`src/hdl/gps_pkg.sv`:
```
`timescale 1ns / 1ps
// Package for the gait phase scheduler: widths, register codes, configuration
// and inter-stage types, and field helpers. Used by every module; no dependencies.
package gps_pkg;

   localparam int LEG_COUNT           = 4;
   localparam int LANE_COUNT          = 2 * LEG_COUNT;
   localparam int DEF_MAX_HORIZON     = 16;
   localparam int DEF_ITERATION_WIDTH = 32;

   localparam int HORIZON_WIDTH   = 5;
   localparam int TICKS_WIDTH     = 11;
   localparam int OFFSETS_WIDTH   = 16;
   localparam int LENGTHS_WIDTH   = 20;
   localparam int OFF_WIDTH       = 4;
   localparam int LEN_WIDTH       = 5;
   localparam int SEG_WIDTH       = 4;
   localparam int FRAC_WIDTH      = 16;
   localparam int PHASE_WIDTH     = 16;
   localparam int PHASE_QUOT_WIDTH = 15;
   localparam int CONTACT_WIDTH   = 64;
   localparam int CSR_INDEX_WIDTH = 2;
   localparam int CSR_DATA_WIDTH  = 20;
   localparam int STEPS_PER_STAGE = 4;

   localparam logic [PHASE_WIDTH-1:0]   PHASE_ONE       = 16'h8000;
   localparam logic [HORIZON_WIDTH-1:0] RESET_HORIZON   = 5'd10;
   localparam logic [TICKS_WIDTH-1:0]   RESET_TICKS     = 11'd30;
   localparam logic [OFFSETS_WIDTH-1:0] RESET_OFFSETS   = 16'd1360;
   localparam logic [LENGTHS_WIDTH-1:0] RESET_LENGTHS   = 20'd169125;

   typedef enum logic [CSR_INDEX_WIDTH-1:0] {
      CSR_HORIZON = 2'd0,
      CSR_TICKS   = 2'd1,
      CSR_OFFSETS = 2'd2,
      CSR_LENGTHS = 2'd3
   } csr_index_type;

   typedef struct packed {
      logic [HORIZON_WIDTH-1:0] horizon;
      logic [TICKS_WIDTH-1:0]   ticks;
      logic [OFFSETS_WIDTH-1:0] offsets;
      logic [LENGTHS_WIDTH-1:0] lengths;
   } cfg_type;

   typedef struct packed {
      logic [SEG_WIDTH-1:0]  seg;
      logic [FRAC_WIDTH-1:0] frac;
   } seg_frac_type;

   typedef struct packed {
      logic [LEG_COUNT-1:0][PHASE_WIDTH-1:0] stance;
      logic [LEG_COUNT-1:0][PHASE_WIDTH-1:0] swing;
      logic [SEG_WIDTH-1:0]                  seg;
      logic [FRAC_WIDTH-1:0]                 frac;
   } phase_result_type;

   // Stance start offset of one leg.
   function automatic logic [OFF_WIDTH-1:0] leg_offset(input cfg_type cfg, input int leg);
      return cfg.offsets[leg*OFF_WIDTH +: OFF_WIDTH];
   endfunction

   // Stance length of one leg, in segments.
   function automatic logic [LEN_WIDTH-1:0] leg_length(input cfg_type cfg, input int leg);
      return cfg.lengths[leg*LEN_WIDTH +: LEN_WIDTH];
   endfunction

endpackage

```
`src/hdl/gps_quot_pipe.sv`:
```
`timescale 1ns / 1ps
// Pipelined long division of the iteration count by the ticks per segment.
// Gives the segment index and the fraction. Depends on gps_pkg.
module gps_quot_pipe
   import gps_pkg::*;
#(
   parameter int ITERATION_WIDTH = DEF_ITERATION_WIDTH
) (
   input  logic                       clock,
   input  logic                       reset,
   input  cfg_type                    cfg,
   input  logic                       in_valid,
   output logic                       in_ready,
   input  logic [ITERATION_WIDTH-1:0] in_iteration,
   output logic                       out_valid,
   input  logic                       out_ready,
   output seg_frac_type               out_data
);

   localparam int TOTAL_STEPS = ITERATION_WIDTH + FRAC_WIDTH;
   localparam int STAGES = (TOTAL_STEPS + STEPS_PER_STAGE - 1) / STEPS_PER_STAGE;

   typedef struct packed {
      logic [ITERATION_WIDTH-1:0] iter;
      logic [TICKS_WIDTH-1:0]     rem;
      logic [SEG_WIDTH-1:0]       segmod;
      logic [FRAC_WIDTH-1:0]      frac;
   } quot_stage_type;

   logic [STAGES-1:0] valid_ff;
   logic [STAGES-1:0] valid_in;
   logic [STAGES:0]   ready;
   quot_stage_type    stage_ff   [STAGES];
   quot_stage_type    stage_in   [STAGES];
   quot_stage_type    stage_prev [STAGES];

   // A stage takes a new item when it is empty or its successor moves on.
   always_comb begin
      ready[STAGES] = out_ready;
      for (int s = STAGES - 1; s >= 0; s--) begin
         ready[s] = !valid_ff[s] || ready[s+1];
      end
   end

   assign valid_in = {valid_ff[STAGES-2:0], in_valid};

   // Four restoring division steps per stage. The count is shifted out from the
   // top, so zeros follow once it is used up and the fraction bits emerge.
   always_comb begin
      quot_stage_type             cur;
      logic [TICKS_WIDTH:0]       trial;
      logic [HORIZON_WIDTH-1:0]   seg2;
      logic                       take;
      int                         pos;
      stage_prev[0] = '{iter: in_iteration, rem: '0, segmod: '0, frac: '0};
      for (int s = 1; s < STAGES; s++) begin
         stage_prev[s] = stage_ff[s-1];
      end
      for (int s = 0; s < STAGES; s++) begin
         cur = stage_prev[s];
         for (int j = 0; j < STEPS_PER_STAGE; j++) begin
            pos   = s * STEPS_PER_STAGE + j;
            trial = '0;
            seg2  = '0;
            take  = 1'b0;
            if (pos < TOTAL_STEPS) begin
               trial    = {cur.rem, cur.iter[ITERATION_WIDTH-1]};
               cur.iter = cur.iter << 1;
               take     = (trial >= {1'b0, cfg.ticks});
               if (take) begin
                  trial = trial - {1'b0, cfg.ticks};
               end
               cur.rem = trial[TICKS_WIDTH-1:0];
               if (pos < ITERATION_WIDTH) begin
                  // Keep only the quotient modulo the horizon.
                  seg2 = {cur.segmod, take};
                  if (seg2 >= cfg.horizon) begin
                     seg2 = seg2 - cfg.horizon;
                  end
                  cur.segmod = seg2[SEG_WIDTH-1:0];
               end else begin
                  cur.frac = {cur.frac[FRAC_WIDTH-2:0], take};
               end
            end
         end
         stage_in[s] = cur;
      end
   end

   // Valid bits of the stages.
   always_ff @(posedge clock) begin
      if (reset) begin
         valid_ff <= '0;
      end else begin
         for (int s = 0; s < STAGES; s++) begin
            if (ready[s]) begin
               valid_ff[s] <= valid_in[s];
            end
         end
      end
   end

   // Stage payloads.
   always_ff @(posedge clock) begin
      for (int s = 0; s < STAGES; s++) begin
         if (ready[s]) begin
            stage_ff[s] <= stage_in[s];
         end
      end
   end

   assign in_ready      = ready[0];
   assign out_valid     = valid_ff[STAGES-1];
   assign out_data.seg  = stage_ff[STAGES-1].segmod;
   assign out_data.frac = stage_ff[STAGES-1].frac;

endmodule

```
`config.mk`:
```
export PLATFORM = sky130hd
export DESIGN_NAME = gps_quot_pipe
export DESIGN_NICKNAME = d
export VERILOG_FILES = /design/src/hdl/gps_pkg.sv /design/src/hdl/gps_quot_pipe.sv
export SDC_FILE = /design/constraint.sdc
export NUM_CORES = 2
export LEC_CHECK = 0
export BUFFER_PORTS_ARGS = -buffer_cell sky130_fd_sc_hd__buf_2
export CORE_ASPECT_RATIO = 0.75
export CORE_MARGIN = 2
export CORE_UTILIZATION = 25
export DETAILED_ROUTE_END_ITERATION = 12
export PLACE_DENSITY = 0.43
export SLEW_MARGIN = 0
export SYNTH_ARGS = -nofsm -noshare
export SYNTH_HDL_FRONTEND = slang
export SYNTH_SLANG_ARGS = --single-unit
export TNS_END_PERCENT = 50
```
`constraint.sdc`:
```
create_clock -name clock -period 52.6 [get_ports clock]
set_input_delay 15.78 -clock clock [delete_from_list [all_inputs] [get_ports clock]]
set_output_delay 15.78 -clock clock [all_outputs]
set_load 0.01 [all_outputs]
```
; ---- Word-level counts from Yosys, hierarchy flattened
; Memories as Yosys holds them, arrays and structs flattened.
; Cells that the tools add are included.
[op_classes]
n_mux = 104
n_lt_le_gt_ge = 80
n_addsub = 80
n_reduce_logical = 24
[op_table]
columns = operator, n
row1 = 12-bit by 11-bit greater-or-equal comparator with 1-bit output, 47
row2 = 11-bit 2-to-1 mux, 48
row3 = 11-bit subtractor, 47
row4 = 5-bit greater-or-equal comparator, 31
row5 = 4-bit 2-to-1 mux, 32
row6 = 4-bit subtractor, 31
row7 = 1-bit 2-to-1 mux, 24
row8 = 1-bit logical NOT, 12
row9 = 1-bit logical OR, 12
row10 = 1-bit by 11-bit greater-or-equal comparator with 1-bit output, 1
row11 = 1-bit by 11-bit subtractor with 11-bit output, 1
row12 = 1-bit by 5-bit greater-or-equal comparator with 1-bit output, 1
row13 = 1-bit by 4-bit subtractor with 4-bit output, 1
[totals]
output_inout_bits = 22
word_cells = 301
reg_bits = 12
n_memories = 1
ramBits = 708
inputBits = 88
[mem_list]
columns = memory, depth, word_bits, read_ports, rd_clocked_by_memory_dff, write_ports, line_no
row1 = stage_ff, 12, 59, 12, 0, 12, gps_quot_pipe.sv:33  ; quot_stage_type stage_ff [STAGES];

; ---- Logic depth before layout (Yosys ltp)
[logic_depth]
ltp_word = 15
mapped_depth = 53
mapped_depth_nobuf = 49

; ---- Worst setup path after synthesis
; Ideal clock, no wire load.
[synth_timing]
kind = input to output
start = in out_ready
end = out in_ready
slack_ps = 16761
required_time_ps = 36820
path_stages = 7
arrival_time_ps = 20059
path_buffers = 0
path_cell_list = nor2b_1 -> inv_1 -> nor2_1 -> nand3_1 -> nor2_1 -> nand4_1 -> or2_2
[synth_via]
elab_chain_len = 12
[synth_lines]
columns = element, line_no
row1 = "start, declared", gps_quot_pipe.sv:16  ; input logic out_ready,
row2 = 1-bit logical OR, gps_quot_pipe.sv:41  ; ready[s] = !valid_ff[s] || ready[s+1];
row3 = net ready[11], gps_quot_pipe.sv:32  ; logic [STAGES:0] ready;
row4 = 1-bit logical OR (6 in series), gps_quot_pipe.sv:41
row5 = net ready[5], gps_quot_pipe.sv:32
row6 = 1-bit logical OR (4 in series), gps_quot_pipe.sv:41
row7 = net ready[1], gps_quot_pipe.sv:32
row8 = 1-bit logical OR, gps_quot_pipe.sv:41
row9 = "end, declared", gps_quot_pipe.sv:13  ; output logic in_ready,
; The timed path passes the listed nets, and every way through them passes these cells.

; ---- Worst setup path in the final report
; Same ends and word-level chain as after synthesis.

==> flow_summary.toml <==
[status]
status = "finished, final reports clean"

[yosys]
synth-adder-area-share_pct = 22.16
synth_top_family_by_area = "adder cells"
syn_inst = 4740
syn-num-nets = 5557
ys_seq_area_share_pct = 22.76
synthMuxAreaShare_pct = 10.95
synth_edf_count = 321
synth_area_leaders = "edfxtp_1 22%, ha_1 19%, mux2_2 8.3%, xnor2_1 4.1%, a21oi_1 3.9%"
synth.avg_cell_area_um2 = 9.157
synth.distinct_cells = 105
ys.flop_type = "edfxtp_1"
yosysWarnings = 0
yosysTopAreaCell = "edfxtp_1"
synthArstFlopShare_pct = 0
ys_ff_latch = 333
synthSimpleGateAreaFrac_pct = 13.91
synth_compound_area_share_pct = 19.41
yosysTopAreaCellShare_pct = 22.21
synth_xor_area_share_pct = 6.901
syn-cell-area_um2 = 43400

[final_layout]
layout_common_cells = "663 x ha_1, 377 x nor2_1, 341 x a21oi_1"
final_util_pct = 27.89
syn_to_final_growth_pct = 10.89
n_fill_cell = 18250
fin_nets = 5659
antenna_cells = 0
drive_above_1_share_pct = 13.72
final_common_cell = "ha_1"

[global_routing]
track_usage_pct = 13.76
antenna_found_initial = 1
grt_pass1_vias = 33980
grt_max_degree = 46
grt_pass1_wl_um = 195400
overflow = 0

[route]
vias = 34950
ant_nets = 0
wl_um = 123300
avgRoutedWirePerCell_um = 17.24
drt_first_pass_iters = 5
routed_via_density = 4.886
drt_iter0_drc = 1875
drc = 0

[sta]
timing.fmax_mhz = 28.72
fin_setup_tns_ns = 0
fin_worst_skew_ns = 0.03322
setup_viol = 0
slew_headroom_pct = 32.33
worst_slack_ns = 17.78
finalHoldViolCount = 0
worst_pin_slew_ns = 1.013
rsz0062_at_grt = "no"
fin_crit_sh_pct = 66.20
fin_crit_ns = 34.82
whs_ns = 0.4166
maxSlewViolCount = 0

[worst_setup_path]
path_delay_family = "simple AND/OR/NAND/NOR gates"
worst-r2r-cell-count = 49
crit_path_cell_trace = "buf_2, nor2b_1, inv_1, buf_4, nor2_1, nand3_1, buf_4, nor2_1, nand4_1, or2_2, buf_4, buf_2"
crit_path_start = "out_ready"
reg2reg_slack_ns = 40.28
reg2reg_from = "stage_ff[0][117]"
crit_slowest_cell = "nor2b_1"
path_class = "in2out"
critPathCaptureType = "output port"
crit_buf_inv = 6
path_max_fanout = 45
crit_top_cell = "buf_4"
worstPathRequired_ns = 36.82
critical_path_arrival_ns = 19.04
worstSetupStartpointType = "input pin"
path_depth = 12
critPathMaxStageDelay_ns = 0.48

[min_path]
min_from = "stage_ff[1][50]"
whs_path_depth = 0
holdCritPathClass = "reg2reg"

[clock_network]
clk_pin_slew_worst_paths_ns = 0.06
cts_max_level = 2
clockRootBuffer = "clkbuf_16"
cts_tree = "done"
ctsHoldBuffers = 0
insertion_delay_ns = 0.66
cts_setup_buffers = 0
cts_buffers = 44
cts_sinks = 333
cts_resized = 0
clock_path_buffers = 3

[job]
drv_cap = 0

[floorplanning]
io_pins = 110
num_rows = 132
initial_core_util_pct = 25.15
die_x_um = 485.1
fp.dieH_um = 364.8
core_um2 = 172600
dieArea_um2 = 177000

[place]
gp_congestion = 0.8018
dp_hpwl_um = 94890
preCtsSetupSlack_ns = 17.56
portBuffers = 73
-- metrics by stage --
stage	instance area (µm²)	instances
2_1_floorplan	43400	4740
3_3_place_gp	46690	7074
3_5_place_dp	46690	7074
4_1_cts	48130	7153
5_1_grt	48130	7153
6_report	48130	7153
-- state kept, by name, summed over array words and instances (netlist names) --
signal and flops:
stage_ff 321, valid_ff 12
-- synth_stat cells, types with 14 or more instances --
cell      count
o21a_1       64
or3_1        30
o211ai_1     33
nand4_1      68
o31ai_1      40
o21bai_1     30
a21boi_0     52
and3_1       30
buf_2        20
fa_1         66
nor2_1      377
a31o_2       42
nand2_1     271
nor3_1       97
buf_4        28
ha_1        663
and2_1       25
a21o_1      182
nor4_1       20
mux2_2      320
o311ai_0     17
mux2i_1      94
edfxtp_1    321
nor2b_1     112
a211o_1      14
xor2_1      138
o21ai_0     243
a31oi_1      32
inv_1       319
nand3_1      72
a21oi_1     341
or2_2        24
xnor2_1     204
a211oi_1     22
clkbuf_1     24
nand2b_1     59
-- cell type report --
cell class	instances	area [µm²]	share of cell area [%]
tap	2278	2850	5.922
inverter	325	1234	2.563
multi-input combinational	4000	31840	66.16
timing repair buffer	138	883.3	1.835
clock inverter	28	290.3	0.6031
clock buffer	51	1149	2.387
sequential	333	9879	20.53
-- metal layers --
layer,global-route usage [%],up-vias,part of all wire (%)
met5,0,-,0
li1,-,17910,-
met2,20.67,447,41
met4,2.445,0,1.3
met1,21.10,16500,55
met3,1.443,90,3.2
-- cells by family after synthesis --
logic type      after synthesis
flops                       333
buf+inv                     407
xor+xnor                    342
fa+ha+maj                   729
mux                         430
compound gates             1262
simple gates               1237
-- worst paths after layout --
kind                           end
hold reg to reg   stage_ff[1][113]
setup / recovery          in_ready
hold / removal    stage_ff[1][113]
setup reg to reg  stage_ff[0][137]
Power is not shown: default switching activity piles up to over one toggle a cycle in this logic, so the estimate is an artifact.
