`src/hdl/gps_pkg.sv`:
```
`timescale 1ns / 1ps
// Package for the gait phase scheduler: widths, register codes, configuration
// and inter-stage types, and field helpers. Used by every module; no dependencies.
package gps_pkg;

   localparam int LEG_COUNT           = 4;
   localparam int LANE_COUNT          = 2 * LEG_COUNT;
   localparam int DEF_MAX_HORIZON     = 16;
   localparam int DEF_ITERATION_WIDTH = 32;

   localparam int HORIZON_WIDTH   = 5;
   localparam int TICKS_WIDTH     = 11;
   localparam int OFFSETS_WIDTH   = 16;
   localparam int LENGTHS_WIDTH   = 20;
   localparam int OFF_WIDTH       = 4;
   localparam int LEN_WIDTH       = 5;
   localparam int SEG_WIDTH       = 4;
   localparam int FRAC_WIDTH      = 16;
   localparam int PHASE_WIDTH     = 16;
   localparam int PHASE_QUOT_WIDTH = 15;
   localparam int CONTACT_WIDTH   = 64;
   localparam int CSR_INDEX_WIDTH = 2;
   localparam int CSR_DATA_WIDTH  = 20;
   localparam int STEPS_PER_STAGE = 4;

   localparam logic [PHASE_WIDTH-1:0]   PHASE_ONE       = 16'h8000;
   localparam logic [HORIZON_WIDTH-1:0] RESET_HORIZON   = 5'd10;
   localparam logic [TICKS_WIDTH-1:0]   RESET_TICKS     = 11'd30;
   localparam logic [OFFSETS_WIDTH-1:0] RESET_OFFSETS   = 16'd1360;
   localparam logic [LENGTHS_WIDTH-1:0] RESET_LENGTHS   = 20'd169125;

   typedef enum logic [CSR_INDEX_WIDTH-1:0] {
      CSR_HORIZON = 2'd0,
      CSR_TICKS   = 2'd1,
      CSR_OFFSETS = 2'd2,
      CSR_LENGTHS = 2'd3
   } csr_index_type;

   typedef struct packed {
      logic [HORIZON_WIDTH-1:0] horizon;
      logic [TICKS_WIDTH-1:0]   ticks;
      logic [OFFSETS_WIDTH-1:0] offsets;
      logic [LENGTHS_WIDTH-1:0] lengths;
   } cfg_type;

   typedef struct packed {
      logic [SEG_WIDTH-1:0]  seg;
      logic [FRAC_WIDTH-1:0] frac;
   } seg_frac_type;

   typedef struct packed {
      logic [LEG_COUNT-1:0][PHASE_WIDTH-1:0] stance;
      logic [LEG_COUNT-1:0][PHASE_WIDTH-1:0] swing;
      logic [SEG_WIDTH-1:0]                  seg;
      logic [FRAC_WIDTH-1:0]                 frac;
   } phase_result_type;

   // Stance start offset of one leg.
   function automatic logic [OFF_WIDTH-1:0] leg_offset(input cfg_type cfg, input int leg);
      return cfg.offsets[leg*OFF_WIDTH +: OFF_WIDTH];
   endfunction

   // Stance length of one leg, in segments.
   function automatic logic [LEN_WIDTH-1:0] leg_length(input cfg_type cfg, input int leg);
      return cfg.lengths[leg*LEN_WIDTH +: LEN_WIDTH];
   endfunction

endpackage

```
`src/hdl/gps_phase_pipe.sv`:
```
`timescale 1ns / 1ps
// Per-leg phase pipeline: a set-up stage, then eight narrow dividers that
// give the stance and swing phases. Depends on gps_pkg.
module gps_phase_pipe
   import gps_pkg::*;
(
   input  logic             clock,
   input  logic             reset,
   input  cfg_type          cfg,
   input  logic             in_valid,
   output logic             in_ready,
   input  seg_frac_type     in_data,
   output logic             out_valid,
   input  logic             out_ready,
   output phase_result_type out_data
);

   localparam int DIV_STAGES = (PHASE_QUOT_WIDTH + STEPS_PER_STAGE - 1) / STEPS_PER_STAGE;
   localparam int STAGES = 1 + DIV_STAGES;

   // Lanes 0 to 3 are stance phases, lanes 4 to 7 swing phases.
   typedef struct packed {
      logic [SEG_WIDTH-1:0]                        seg;
      logic [FRAC_WIDTH-1:0]                       frac;
      logic [FRAC_WIDTH-1:0]                       feed;
      logic [LANE_COUNT-1:0][LEN_WIDTH-1:0]        rem;
      logic [LANE_COUNT-1:0][LEN_WIDTH-1:0]        den;
      logic [LANE_COUNT-1:0][PHASE_QUOT_WIDTH-1:0] quot;
      logic [LANE_COUNT-1:0]                       active;
      logic [LEG_COUNT-1:0]                        one;
   } phase_stage_type;

   logic [STAGES-1:0] valid_ff;
   logic [STAGES-1:0] valid_in;
   logic [STAGES:0]   ready;
   phase_stage_type   setup_in;
   phase_stage_type   stage_ff [STAGES];
   phase_stage_type   stage_in [STAGES];

   always_comb begin
      ready[STAGES] = out_ready;
      for (int s = STAGES - 1; s >= 0; s--) begin
         ready[s] = !valid_ff[s] || ready[s+1];
      end
   end

   assign valid_in = {valid_ff[STAGES-2:0], in_valid};

   // Set-up: position of each leg in the cycle and the run it is in.
   always_comb begin
      logic [LEN_WIDTH-1:0] off;
      logic [LEN_WIDTH-1:0] len;
      logic [LEN_WIDTH-1:0] diff;
      logic [LEN_WIDTH-1:0] rel;
      logic [LEN_WIDTH-1:0] sw_len;
      setup_in      = '0;
      setup_in.seg  = in_data.seg;
      setup_in.frac = in_data.frac;
      setup_in.feed = in_data.frac;
      for (int leg = 0; leg < LEG_COUNT; leg++) begin
         off  = {1'b0, leg_offset(cfg, leg)};
         len  = leg_length(cfg, leg);
         diff = {1'b0, in_data.seg} - off;
         if (diff[LEN_WIDTH-1]) begin
            diff = diff + cfg.horizon;
         end
         rel    = {1'b0, diff[SEG_WIDTH-1:0]};
         sw_len = cfg.horizon - len;
         setup_in.one[leg]              = (len == '0);
         setup_in.active[leg]           = (len != '0) && (rel < len);
         setup_in.rem[leg]              = rel;
         setup_in.den[leg]              = len;
         setup_in.active[leg+LEG_COUNT] = (sw_len != '0) && (rel >= len);
         setup_in.rem[leg+LEG_COUNT]    = rel - len;
         setup_in.den[leg+LEG_COUNT]    = sw_len;
      end
   end

   // Divider stages: four quotient bits per stage, the fraction fed in bit by bit.
   always_comb begin
      phase_stage_type    cur;
      logic [LEN_WIDTH:0] trial;
      logic               fbit;
      logic               take;
      int                 pos;
      stage_in[0] = setup_in;
      for (int s = 1; s < STAGES; s++) begin
         cur = stage_ff[s-1];
         for (int j = 0; j < STEPS_PER_STAGE; j++) begin
            pos = (s - 1) * STEPS_PER_STAGE + j;
            if (pos < PHASE_QUOT_WIDTH) begin
               fbit     = cur.feed[FRAC_WIDTH-1];
               cur.feed = cur.feed << 1;
               for (int u = 0; u < LANE_COUNT; u++) begin
                  trial = {cur.rem[u], fbit};
                  take  = (trial >= {1'b0, cur.den[u]});
                  if (take) begin
                     trial = trial - {1'b0, cur.den[u]};
                  end
                  cur.rem[u]  = trial[LEN_WIDTH-1:0];
                  cur.quot[u] = {cur.quot[u][PHASE_QUOT_WIDTH-2:0], take};
               end
            end
         end
         stage_in[s] = cur;
      end
   end

   always_ff @(posedge clock) begin
      if (reset) begin
         valid_ff <= '0;
      end else begin
         for (int s = 0; s < STAGES; s++) begin
            if (ready[s]) begin
               valid_ff[s] <= valid_in[s];
            end
         end
      end
   end

   always_ff @(posedge clock) begin
      for (int s = 0; s < STAGES; s++) begin
         if (ready[s]) begin
            stage_ff[s] <= stage_in[s];
         end
      end
   end

   // Select each phase from its quotient, full scale or zero.
   always_comb begin
      out_data.seg  = stage_ff[STAGES-1].seg;
      out_data.frac = stage_ff[STAGES-1].frac;
      for (int leg = 0; leg < LEG_COUNT; leg++) begin
         if (stage_ff[STAGES-1].one[leg]) begin
            out_data.stance[leg] = PHASE_ONE;
         end else if (stage_ff[STAGES-1].active[leg]) begin
            out_data.stance[leg] = {1'b0, stage_ff[STAGES-1].quot[leg]};
         end else begin
            out_data.stance[leg] = '0;
         end
         if (stage_ff[STAGES-1].active[leg+LEG_COUNT]) begin
            out_data.swing[leg] = {1'b0, stage_ff[STAGES-1].quot[leg+LEG_COUNT]};
         end else begin
            out_data.swing[leg] = '0;
         end
      end
   end

   assign in_ready  = ready[0];
   assign out_valid = valid_ff[STAGES-1];

endmodule

```
`config.mk`:
```
export PLATFORM = sky130hd
export DESIGN_NAME = gps_phase_pipe
export DESIGN_NICKNAME = d
export VERILOG_FILES = /design/src/hdl/gps_pkg.sv /design/src/hdl/gps_phase_pipe.sv
export SDC_FILE = /design/constraint.sdc
export NUM_CORES = 2
export LEC_CHECK = 0
export ABC_AREA = 1
export BUFFER_PORTS_ARGS = -buffer_cell sky130_fd_sc_hd__buf_2
export CAP_MARGIN = 30
export CORE_MARGIN = 1.5
export CORE_UTILIZATION = 45
export CTS_BUF_LIST = sky130_fd_sc_hd__clkbuf_8
export CTS_CLUSTER_SIZE = 10
export DETAILED_ROUTE_END_ITERATION = 8
export PLACE_DENSITY = 0.73
export SLEW_MARGIN = 15
export SYNTH_ARGS = -nofsm -noshare
export SYNTH_HDL_FRONTEND = slang
export SYNTH_SLANG_ARGS = --single-unit
```
`constraint.sdc`:
```
create_clock -name clock -period 14.9 [get_ports clock]
set_input_delay 0.745 -clock clock [delete_from_list [all_inputs] [get_ports clock]]
set_output_delay 0.745 -clock clock [all_outputs]
set_load 0.05 [all_outputs]
```
== Word level (Yosys, flattened, before mapping) ==
Memories as Yosys holds them, arrays and structs flattened.
Index checks and enable logic that the tools add are counted.

* Magnitude comparators: 128
* Muxes and demuxes: 146
* Reduce and logical (&&, ||, !) cells: 30
* Add/subtract/negate cells: 136

{| class="wikitable"
|+ Operator list
! cell !! count
|-
| 6-bit by 5-bit greater-or-equal comparator with 1-bit output || 120
|-
| 5-bit subtractor || 124
|-
| 5-bit 2-to-1 mux || 120
|-
| 15-bit 2-to-1 mux || 8
|-
| 16-bit 2-to-1 mux || 4
|-
| 5-bit nonzero test || 8
|-
| 4-bit by 5-bit greater-or-equal comparator with 1-bit output || 4
|-
| 5-bit zero test || 4
|-
| 4-bit by 5-bit less-than comparator with 1-bit output || 4
|-
| 4-bit by 4-bit subtractor with 5-bit output || 4
|-
| 4-bit by 5-bit subtractor with 5-bit output || 4
|-
| 4-bit adder || 4
|-
| 4-bit 2-to-1 mux || 4
|-
| 1-bit 2-to-1 mux || 10
|-
| 1-bit logical AND || 8
|-
| 1-bit zero test || 5
|-
| 1-bit logical OR || 5
|}

* Output and inout bits: 150
* Memories: 1
* Bits in registers: 5
* Input port bits: 76
* Logic and storage cells: 446
* Bits in writable memories: 1240

{| class="wikitable"
|+ Memory list
! name !! words !! width !! read ports !! clocked after memory_dff !! write ports !! RTL line !! RTL
|-
| stage_ff || 5 || 248 || 5 || 0 || 5 || gps_phase_pipe.sv:37 || <nowiki>phase_stage_type stage_ff [STAGES];</nowiki>
|}

== Longest topological paths before layout ==
An unclocked memory read counts as a cell.

* Depth in word-level cells: 9
* Mapped depth: 42
* Gate-level depth less buffers: 40

== Worst setup path before layout ==
Ideal clock, no wire load.

* Path type: input -> output
* From: input port out_ready
* To: output port in_ready
* Path buffers: 0
* Arrival: 14.609 ns
* Slack: -0.454 ns
* Cell stages on the path: 8
* Path through: nor2_1 > inv_1 > nor2_1 > inv_1 > nor2_1 > inv_1 > nor2_1 > nand2_1

* Word-level cells in the longest chain between the ends: 5

{| class="wikitable"
|+ Ends and longest elaborated chain
! element !! RTL line !! RTL
|-
| from (decl) || gps_phase_pipe.sv:14 || <nowiki>input logic out_ready,</nowiki>
|-
| 1-bit logical OR || gps_phase_pipe.sv:43 || <nowiki>ready[s] = !valid_ff[s] || ready[s+1];</nowiki>
|-
| net ready[4] || gps_phase_pipe.sv:35 || <nowiki>logic [STAGES:0] ready;</nowiki>
|-
| 1-bit logical OR || gps_phase_pipe.sv:43 ||
|-
| net ready[3] || gps_phase_pipe.sv:35 ||
|-
| 1-bit logical OR || gps_phase_pipe.sv:43 ||
|-
| net ready[2] || gps_phase_pipe.sv:35 ||
|-
| 1-bit logical OR (2 in series) || gps_phase_pipe.sv:43 ||
|-
| to (decl) || gps_phase_pipe.sv:11 || <nowiki>output logic in_ready,</nowiki>
|}

The timed path passes the listed nets, and every way through them passes these cells.

==> implementation parameters <==
Parameter                              Value

GRT
  Met2 usage in global routing ... 35.57%
  Global-route wire length before repair ... roughly 220 mm
  Gr usage total ... a little over a fifth
  Busiest grt layer ... met2
  Met3 demand-to-capacity share in global routing ... 2.986%
  Aggregate global routing overflow ... 0
  Global routing usage on met1 ... 26.64%
  Largest net degree at the start of global routing ... 113
  Via count of the first global-routing pass ... approximately 44000
  Initial antenna violation count ... 19

Routing
  DRC violations left ... 0
  Antenna Violating Nets Remaining ... 0
  Average via count per standard cell ... 5.071
  DRC marker count from the first detailed-route iteration ... 2877
  Vias ... about 45000
  DR WL/cell ... 15.71 um
  Number of iterations in the first detailed-routing pass ... 6
  Total wirelength of the detailed-routed design ... 138.0 mm

Hold path
  Startpoint of the most critical hold path ... in_data[8]
  Endpoint of the worst hold path ... stage_ff[0][236]
  Hold WC Path Type ... input pin to register
  Hold Path Depth ... 1

Clock tree
  Post-CTS Resized ... 0
  Depth of the CTS H-tree ... 4
  Longest Clk Path Bufs ... 3
  Number of buffers created by CTS ... 138
  Clock insertion delay at the later pin of the skew report ... 0.88 ns
  Register clock-pin slew on the reported worst setup and hold paths ... 0.06 ns
  Clock tree from TritonCTS ... done
  Clk sink count ... 793
  Root Buffer Master ... sky130_fd_sc_hd__clkbuf_8

Floorplanning
  Core area ... 0.1295 sq mm
  Die boundary height ... 364.3 um
  Initial standard-cell utilization of the core ... 45.36%
  DIE AREA ... 0.1327 sq mm
  Die Wd ... 364.3 um
  Cell Rows ... ~130
  IO Count ... 226

Job
  Max Cap Violations ... 0

Final layout
  Seq. cell area ... 0.02376 sq mm
  Ratio of cells with drive above 1 in the final layout ... 10.94%
  Most frequent cells in the layout ... 1851 x sky130_fd_sc_hd__nand2_1, 960 x sky130_fd_sc_hd__inv_1, 788 x sky130_fd_sc_hd__edfxtp_1
  Multi-input gate area in the final layout ... about 0.031 sq mm
  Most common cell after layout, fill and taps aside ... sky130_fd_sc_hd__nand2_1
  Utilization after layout ... 50.13%
  Filler cell count ... roughly 12000
  Total Nets Final ... about 7800
  Area Overhead vs Synth ... 10.52%

Synthesis
  Xor and xnor area share after synthesis ... 4.757%
  Post-synthesis sequential area ratio ... 40.46%
  Leading register cell type out of synthesis ... sky130_fd_sc_hd__edfxtp_1
  Ys async rst share ... 0%
  Number of enable-type register cells in the synthesized netlist ... 788
  Flops & latches, synth ... 793
  Post-synthesis share of cell area spent on and, or, nand and nor gates ... a little under a quarter
  Mux cell area share after synthesis ... 0%
  Cells after synthesis ... approximately 6600
  Synth warnings ... 0
  Count of different cell masters after synthesis ... a little over 50
  Netlist area before placement ... 0.05873 sq mm
  Average instance area after synthesis ... ~8.9 sq um
  Post-synthesis compound-gate area fraction ... 6.349%
  Combinational family with the most area after synthesis ... simple AND/OR/NAND/NOR gates
  Synth Area in Adders ... 18.42%

Worst setup path
  Required @ worst endpoint ... 15.53 ns
  Worst path max stage delay ... 0.49 ns
  Reg-to-reg endpoint ... stage_ff[0][919]
  Critical path class ... register to register
  Critical path peak fanout ... 11
  Launch instance of the worst register-to-register path ... stage_ff[0][731]
  Cell type of the slowest stage on the worst timing path ... sky130_fd_sc_hd__fa_1
  Most frequent cell on the critical path ... sky130_fd_sc_hd__nand2_1
  Number of cells traversed by the worst register-to-register path ... 34
  Arrival time of the worst setup path ... 7.69 ns
  Setup slack of the most critical reg-to-reg path ... slightly below 8 ns
  Critical Path End Type ... register
  Critical path launch point type ... register

STA
  Worst Setup Slack, final ... 7.837 ns
  Final Hold Violating Endpoints ... 0
  Worst Max-Slew Pin Slew ... 1.023 ns
  Count of final setup violators ... 0
  Max-slew violation count ... 0
  Relative slew slack ... 31.83%
  Share of the clock period used by the worst path after layout ... 47.40%
  Fmax ... 141.6 MHz
  Final Critical Period ... between 7 and 8 ns
  Final TNS setup ... 0 ns
  RSZ-0062 raised after global routing ... no
  Hold slack final ... a little under 0.1 ns
  Final Skew ... 0.02742 ns

Place
  Post-placement worst setup slack ... roughly 7.9 ns
  Buffers on Ports ... 210
  Routability congestion estimate ... a little over 0.9
  HPWL after detailed placement ... 108.1 mm

Outcome
  Run status ... complete, no violations
[cells in the mapped netlist, types with 3 or more instances]
cell | count | area [sq um]
sky130_fd_sc_hd__a211o_1 | 5 | 43.79
sky130_fd_sc_hd__a211oi_1 | 18 | 135.1
sky130_fd_sc_hd__a21boi_0 | 4 | 30.03
sky130_fd_sc_hd__a21boi_2 | 4 | 45.04
sky130_fd_sc_hd__a21o_1 | 6 | 45.04
sky130_fd_sc_hd__a21oi_1 | 268 | 1341
sky130_fd_sc_hd__a21oi_2 | 3 | 26.28
sky130_fd_sc_hd__a221oi_1 | 14 | 122.6
sky130_fd_sc_hd__a311oi_1 | 3 | 26.28
sky130_fd_sc_hd__a41oi_1 | 15 | 131.4
sky130_fd_sc_hd__and2_1 | 4 | 25.02
sky130_fd_sc_hd__buf_4 | 30 | 225.2
sky130_fd_sc_hd__buf_6 | 10 | 112.6
sky130_fd_sc_hd__clkbuf_1 | 18 | 67.56
sky130_fd_sc_hd__dfxtp_1 | 5 | 100.1
sky130_fd_sc_hd__edfxtp_1 | 788 | 23660
sky130_fd_sc_hd__fa_1 | 128 | 2562
sky130_fd_sc_hd__ha_1 | 660 | 8258
sky130_fd_sc_hd__inv_1 | 939 | 3525
sky130_fd_sc_hd__inv_2 | 46 | 172.7
sky130_fd_sc_hd__nand2_1 | 1852 | 6952
sky130_fd_sc_hd__nand2_2 | 42 | 262.8
sky130_fd_sc_hd__nand2_4 | 12 | 135.1
sky130_fd_sc_hd__nand3_1 | 429 | 2147
sky130_fd_sc_hd__nand3_2 | 68 | 680.7
sky130_fd_sc_hd__nand3_4 | 33 | 578.1
sky130_fd_sc_hd__nand3b_1 | 38 | 285.3
sky130_fd_sc_hd__nand4_1 | 35 | 219.0
sky130_fd_sc_hd__nor2_1 | 321 | 1205
sky130_fd_sc_hd__nor2_2 | 86 | 538.0
sky130_fd_sc_hd__nor2_4 | 19 | 214.0
sky130_fd_sc_hd__nor3_1 | 17 | 85.08
sky130_fd_sc_hd__nor3b_1 | 8 | 60.06
sky130_fd_sc_hd__nor4_1 | 3 | 18.77
sky130_fd_sc_hd__o211ai_1 | 4 | 30.03
sky130_fd_sc_hd__o21a_1 | 31 | 232.7
sky130_fd_sc_hd__o21ai_0 | 217 | 1086
sky130_fd_sc_hd__o21ai_1 | 58 | 290.3
sky130_fd_sc_hd__o21ai_2 | 7 | 61.31
sky130_fd_sc_hd__o31ai_1 | 6 | 45.04
sky130_fd_sc_hd__or2_2 | 11 | 68.82
sky130_fd_sc_hd__xnor2_1 | 131 | 1147
sky130_fd_sc_hd__xor2_1 | 188 | 1647
[timing repair]
item / 4_1_cts / 5_1_grt
hold buffers: 14 / 0
buffers inserted: 0 / 0
endpoints found under the hold margin: 14 / 0
[stage by stage]
step | std cells | area [sq um]
floorplan | 6597 | 58740
CTS | 8775 | 64800
finish | 8787 | 64900
global placement | 8513 | 61760
global route | 8787 | 64900
detailed placement | 8513 | 61760
[area by class of cell]
| class | count | share of cell area [%] |
|---|---|---|
| multi-input combinational | 4758 | 47.56 |
| sequential | 793 | 36.61 |
| inverter | 987 | 5.741 |
| tap | 1742 | 3.358 |
| clock buffer | 138 | 2.926 |
| timing repair buffer | 250 | 2.225 |
| clock inverter | 110 | 1.544 |
| antenna | 9 | 0.03470 |
[worst max-delay path by stage]
stage	depth (start not counted)	end	slack, ns	startpoint
finish	34	stage_ff[0][919]	7.84	stage_ff[0][731]
global route	35	stage_ff[0][917]	7.16	stage_ff[0][731]
CTS	32	stage_ff[0][686]	7.82	stage_ff[0][487]
detailed placement	32	stage_ff[0][687]	7.86	stage_ff[0][487]
global placement	34	stage_ff[0][919]	7.99	stage_ff[0][731]
floorplan	8	in_ready	1.17	out_ready
[cells by family (layout without fill, tap and decap cells)]
group / Yosys count / after routing
simple gates: 2980 / 2980
other cells: 1 / 13
xor+xnor: 319 / 319
fa+ha+maj: 788 / 788
flops: 793 / 793
compound gates: 667 / 667
buf+inv: 1046 / 1485
[worst max-delay path: cells and delay by family (launching register included)]
kind	cells	cell delay (ns)
fa+ha+maj	5	1.84
compound gates	6	1.56
buf+inv	5	0.91
flops	1	0.35
simple gates	18	2.11
[flip-flops by register name, indices dropped and copies added, names as in the netlist]
signal and count:
valid_ff 5, stage_ff 788
[routing by layer]
metal  vias up  share of wire [%]
met5         -              0.064
met4        12                3.4
met3       276                4.9
met2      1052                 47
met1     20617                 44
li1      22601                  -
Power is not shown: default switching activity piles up to over one toggle a cycle in this logic, so the estimate is an artifact.
